`config.mk`:
```
export PLATFORM = sky130hd
export DESIGN_NAME = tsct_qmul
export DESIGN_NICKNAME = d
export VERILOG_FILES = /design/src/rtl/core/tsct_pkg.sv /design/src/rtl/core/tsct_qmul.sv
export SDC_FILE = /design/constraint.sdc
export NUM_CORES = 2
export LEC_CHECK = 0
export ABC_CLOCK_PERIOD_IN_PS = 21200
export BUFFER_PORTS_ARGS = -buffer_cell sky130_fd_sc_hd__buf_4
export CORE_MARGIN = 5
export CORE_UTILIZATION = 35
export CTS_CLUSTER_DIAMETER = 150
export DETAILED_ROUTE_END_ITERATION = 7
export PLACE_DENSITY = 0.5
export SLEW_MARGIN = 0
export SYNTH_ARGS = -nofsm -noshare
export SYNTH_HDL_FRONTEND = slang
export SYNTH_SLANG_ARGS = --single-unit
```
`constraint.sdc`:
```
create_clock -name clk -period 21.2 [get_ports clk]
set_input_delay 2.12 -clock clk [delete_from_list [all_inputs] [get_ports clk]]
set_output_delay 2.12 -clock clk [all_outputs]
set_load 0.02 [all_outputs]
```
`src/rtl/core/tsct_pkg.sv`:
```
// Shared types, constants and rounding helpers of the sine, cosine and tangent unit.
// No dependencies.
package tsct_pkg;

	localparam int TERMS_DEFAULT = 26;

	localparam int MAG_W    = 48;   // unsigned Q.40 magnitudes
	localparam int PROD_W   = 56;   // rounded product / quotient
	localparam int SUM_W    = 56;   // signed Q.40 series sum
	localparam int DIV_STEP = 8;    // quotient bits per cycle in the series divider
	localparam int DIV_CYC  = PROD_W / DIV_STEP;
	localparam int TAN_BITS = 32;

	localparam logic [63:0] PI_NUM = 64'd314159265359;
	localparam logic [63:0] PI_DEN = 64'd100000000000;
	localparam logic [63:0] PI_HI  = (PI_NUM << 20) / PI_DEN;
	localparam logic [63:0] PI_RM  = (PI_NUM << 20) % PI_DEN;
	localparam logic [63:0] PI_Q   = (PI_HI << 20) + (((PI_RM << 20) + PI_DEN / 2) / PI_DEN);
	localparam logic [MAG_W-1:0] TWO_PI_M  = MAG_W'(PI_Q << 1);
	localparam logic [MAG_W-1:0] HALF_PI_M = MAG_W'(PI_Q >> 1);

	typedef enum logic [1:0] {
		OP_SIN  = 2'd0,
		OP_COS  = 2'd1,
		OP_TAN  = 2'd2,
		OP_NONE = 2'd3
	} opcode_t;

	typedef enum logic [1:0] {
		ST_OK       = 2'd0,
		ST_ZERO_COS = 2'd1,
		ST_SAT      = 2'd2
	} status_t;

	typedef enum logic [3:0] {
		S_IDLE,
		S_REDUCE,
		S_SETUP,
		S_SQR_GO,
		S_SQR_WAIT,
		S_MUL_GO,
		S_MUL_WAIT,
		S_DIV,
		S_ACC,
		S_SER_END,
		S_TAN_CHK,
		S_TAN_DIV,
		S_TAN_FIN,
		S_DONE
	} state_t;

	typedef struct packed {
		logic             start;
		logic [MAG_W-1:0] a;
		logic [MAG_W-1:0] b;
	} mul_req_t;

	// sign and magnitude to a saturated 32-bit word
	function automatic logic [31:0] pack_q24(input logic neg, input logic [40:0] mag);
		logic [40:0] m;
		m = mag;
		if (neg) begin
			if (m > 41'h0_8000_0000)
				m = 41'h0_8000_0000;
			return 32'(41'd0 - m);
		end
		if (m > 41'h0_7FFF_FFFF)
			m = 41'h0_7FFF_FFFF;
		return m[31:0];
	endfunction

	function automatic logic [31:0] to_q24(input logic signed [SUM_W-1:0] v);
		logic             neg;
		logic [SUM_W-1:0] mag;
		logic [SUM_W-1:0] rnd;
		neg = v[SUM_W-1];
		mag = neg ? SUM_W'(-v) : SUM_W'(v);
		rnd = (mag + SUM_W'(32768)) >> 16;
		return pack_q24(neg, rnd[40:0]);
	endfunction

endpackage

```
`src/rtl/core/tsct_qmul.sv`:
```
// Shared Q.40 magnitude multiplier: four 32x32 partial products, rounded result.
// Depends on tsct_pkg.
module tsct_qmul (
	input  logic                         clk,
	input  logic                         arst_n,
	input  tsct_pkg::mul_req_t           req,
	output logic                         done,
	output logic [tsct_pkg::PROD_W-1:0]  prod
);
	import tsct_pkg::*;

	logic        busy_q;
	logic [2:0]  cnt_q;
	logic [1:0]  sh_s1;
	logic [63:0] mp_s1;
	logic [95:0] acc_q;
	logic        done_q;
	logic [PROD_W-1:0] prod_q;
	logic [31:0] op_a;
	logic [31:0] op_b;
	logic [95:0] addend;
	logic [95:0] rounded;

	always_comb begin
		case (cnt_q[1:0])
			2'd0: begin
				op_a = req.a[31:0];
				op_b = req.b[31:0];
			end
			2'd1: begin
				op_a = req.a[31:0];
				op_b = 32'(req.b[MAG_W-1:32]);
			end
			2'd2: begin
				op_a = 32'(req.a[MAG_W-1:32]);
				op_b = req.b[31:0];
			end
			default: begin
				op_a = 32'(req.a[MAG_W-1:32]);
				op_b = 32'(req.b[MAG_W-1:32]);
			end
		endcase
	end

	always_comb begin
		case (sh_s1)
			2'd0:    addend = 96'(mp_s1);
			2'd3:    addend = {mp_s1[31:0], 64'd0};
			default: addend = {mp_s1, 32'd0};
		endcase
	end

	assign rounded = acc_q + 96'(64'h80_0000_0000);

	always_ff @(posedge clk or negedge arst_n) begin
		if (!arst_n) begin
			busy_q <= 1'b0;
			cnt_q  <= '0;
			done_q <= 1'b0;
		end else begin
			done_q <= 1'b0;
			if (req.start) begin
				busy_q <= 1'b1;
				cnt_q  <= '0;
			end else if (busy_q) begin
				cnt_q <= cnt_q + 3'd1;
				if (cnt_q == 3'd5) begin
					busy_q <= 1'b0;
					done_q <= 1'b1;
				end
			end
		end
	end

	always_ff @(posedge clk) begin
		if (req.start) begin
			acc_q <= '0;
		end else if (busy_q) begin
			if (cnt_q < 3'd4) begin
				mp_s1 <= 64'(op_a) * 64'(op_b);
				sh_s1 <= cnt_q[1:0];
			end
			if (cnt_q >= 3'd1 && cnt_q <= 3'd4)
				acc_q <= acc_q + addend;
			if (cnt_q == 3'd5)
				prod_q <= rounded[40 +: PROD_W];
		end
	end

	assign done = done_q;
	assign prod = prod_q;
endmodule
```
==> flow_metrics.py <==
metrics = {
    "logic_synthesis": {
        "synthDistinctLibCells": 89,
        "synth_flop_cell": "edfxtp_1",
        "ys_warn_count": 0,
        "synth_enable_flop_cells": 122,
        "synth-seq-cells": 223,
        "syn-instance-count": 5646,
        "avgSynthCellArea_um2": 8.524,
        "synth-async-reset-ratio_pct": 2.242,
        "syn_nets": 7007,
        "synth_seq_area_share_pct": 11.87,
        "syn_area_um2": 48120,
    },
    "detailed_routing": {
        "drc": 0,
        "avgRoutedWirePerCell_um": 24.28,
        "initialDrtViolationCount": 3089,
        "postRouteAntennaNets": 0,
        "via_per_inst": 5.350,
        "wirelength_um": 180900,
        "drtPass1Iterations": 6,
        "vias": 39860,
    },
    "clock_tree": {
        "cts_tree": "yes",
        "cts_setup_buffers": 0,
        "clk_latency_ns": 0.57,
        "root_buffer": "clkbuf_16",
        "ctsHoldBuffers": 0,
        "numCtsBuffers": 26,
        "htreeDepth": 1,
        "clkTransAtPathRegs_ns": 0.06,
        "clock_path_buffers": 3,
        "ctsResizeCount": 0,
        "numClockSinks": 223,
    },
    "global_routing": {
        "grt_pass1_wl_um": 268800,
        "grt_max_degree": 68,
        "grt_pass1_vias": 41460,
        "grt_remaining_overflow": 0,
        "antenna_found_initial": 2,
        "track_usage_pct": 24.56,
    },
    "floorplan": {
        "io_pins": 156,
        "dieArea_um2": 145000,
        "initial_utilization_pct": 35.13,
        "coreArea_um2": 137000,
        "die_w_um": 380.8,
        "die_h_um": 380.8,
        "rows": 136,
    },
    "final_layout": {
        "mostFrequentLayoutCells": "897 x inv_1, 897 x fa_1, 832 x nand2_1",
        "nets": 6996,
        "fillers": 14200,
        "drive_gt1_share_pct": 6.755,
        "area_delta_synth_final_pct": 8.559,
    },
    "sta": {
        "clock_skew_ns": 0.02753,
        "fmax_ghz": 0.09724,
        "fin_crit_sh_pct": 48.51,
        "setup_viol": 0,
        "slew_viol_final": 0,
        "worst_pin_slew_ns": 1.266,
        "setup-tns-final_ns": 0,
        "timing.final.crit_period_ns": 10.28,
        "rsz0062_at_grt": "false",
        "slew_headroom_pct": 15.58,
        "finalHoldViolCount": 0,
    },
    "critical_path": {
        "cpMaxStageDelayCell": "and2_1",
        "critPathLaunchType": "register",
        "path_class": "register to register",
        "arrival_ns": 10.59,
        "end_kind": "register",
        "crit_path_max_fanout": 43,
        "r2r_cells": 25,
        "worstPathRequired_ns": 21.50,
        "critPathMaxStageDelay_ns": 1.06,
        "reg2reg_from": "cnt_q[0]",
        "cpMostUsedCell": "fa_1",
        "r2r_end": "mp_s1[58]",
        "rrSetupSlack_ns": 10.92,
    },
    "placed_design": {
        "hpwl_um": 143700,
        "io_buffers": 155,
        "globalplace.congestion": 0.9527,
    },
    "worst_hold_path": {
        "worstHoldPathCells": 2,
        "whs_endpoint": "acc_q[10]",
        "hold_start": "acc_q[10]",
        "hold_path.class": "register to register",
    },
    "flow_run": {
        "maxCapViolCount": 0,
    },
    "status": {
        "status": "completed",
    },
}
-- cells in the mapped netlist (66+ instances only) --
master | n | share of area (%)
fa_1 | 897 | 37
inv_1 | 897 | 7.0
nand2_1 | 832 | 6.5
nor2_1 | 746 | 5.8
ha_1 | 365 | 9.5
clkbuf_1 | 265 | 2.1
a21oi_1 | 256 | 2.7
o21ai_0 | 137 | 1.4
edfxtp_1 | 122 | 7.6
xnor2_1 | 107 | 1.9
a21o_1 | 104 | 1.6
dfxtp_1 | 96 | 4.0
xor2_1 | 74 | 1.3
and2_1 | 73 | 0.95
a22o_1 | 66 | 1.2
-- through the flow --
stage	setup slack (ns)	cell area (um2)	hold slack, ns	util, %	std cells
detailed placement	10.78	51400	0.4490	37.53	7401
global placement	10.85	51400	0.4426	37.53	7401
floorplan	11.67	48120	0.4315	-	5646
finish	10.92	52240	0.4571	38.14	7450
global route	10.57	52240	0.4667	38.14	7449
CTS	11.00	52240	0.4569	38.14	7449
-- final cells by class --
class / instances / area (um2) / area share, %
well taps: 1794 / 2245 / 4.296
multi-input cells: 4228 / 38140 / 73.00
repair buffers: 259 / 1944 / 3.722
flip-flops and latches: 223 / 5710 / 10.93
clock buffers: 35 / 745.7 / 1.427
inverters: 897 / 3367 / 6.445
clock inverters: 13 / 92.59 / 0.1772
diodes: 1 / 2.502 / 0.004790
-- logic make-up (layout without fill, tap and decap cells) --
family / Yosys count / in the layout / synth area share [%]
simple gates: 1967 / 1967 / 17.33
other cells: 0 / 1 / 0
flops: 223 / 223 / 11.87
xor+xnor: 182 / 182 / 3.328
mux: 35 / 35 / 0.7280
fa+ha+maj: 1262 / 1262 / 46.80
compound gates: 782 / 782 / 10.58
buf+inv: 1195 / 1204 / 9.365
-- critical path: cells and delay by family, from the launching register on --
kind            cells  cell delay, ns
compound gates      4            1.58
xor+xnor            1            0.10
fa+ha+maj          10            4.94
buf+inv             5            0.88
flops               1            0.44
simple gates        5            2.04
-- layer usage --
metal  share of wire, %  GRT usage, %  up-vias
li1                   -             -    17780
met3                6.7         2.979      314
met2                 47         41.34     1578
met4                4.2         8.284        0
met1                 42         32.90    20190
met5                  0             0        -
-- worst max path at each step --
stage             start         to  slack (ns)
2_1_floorplan    req[5]  mp_s1[45]       11.67
3_3_place_gp    req[94]  mp_s1[59]       10.85
3_5_place_dp    req[95]  mp_s1[59]       10.78
4_1_cts        cnt_q[0]  mp_s1[59]       11.00
5_1_grt        cnt_q[1]  mp_s1[63]       10.57
6_report       cnt_q[0]  mp_s1[58]       10.92
-- registers in the layout (all words and copies together) (netlist names) --
register / cells
sh_s1: 2
done: 1
cnt_q: 3
acc_q: 96
prod: 56
mp_s1: 64
busy_q: 1
Power is not shown: default switching activity piles up to over one toggle a cycle in this logic, so the estimate is an artifact.
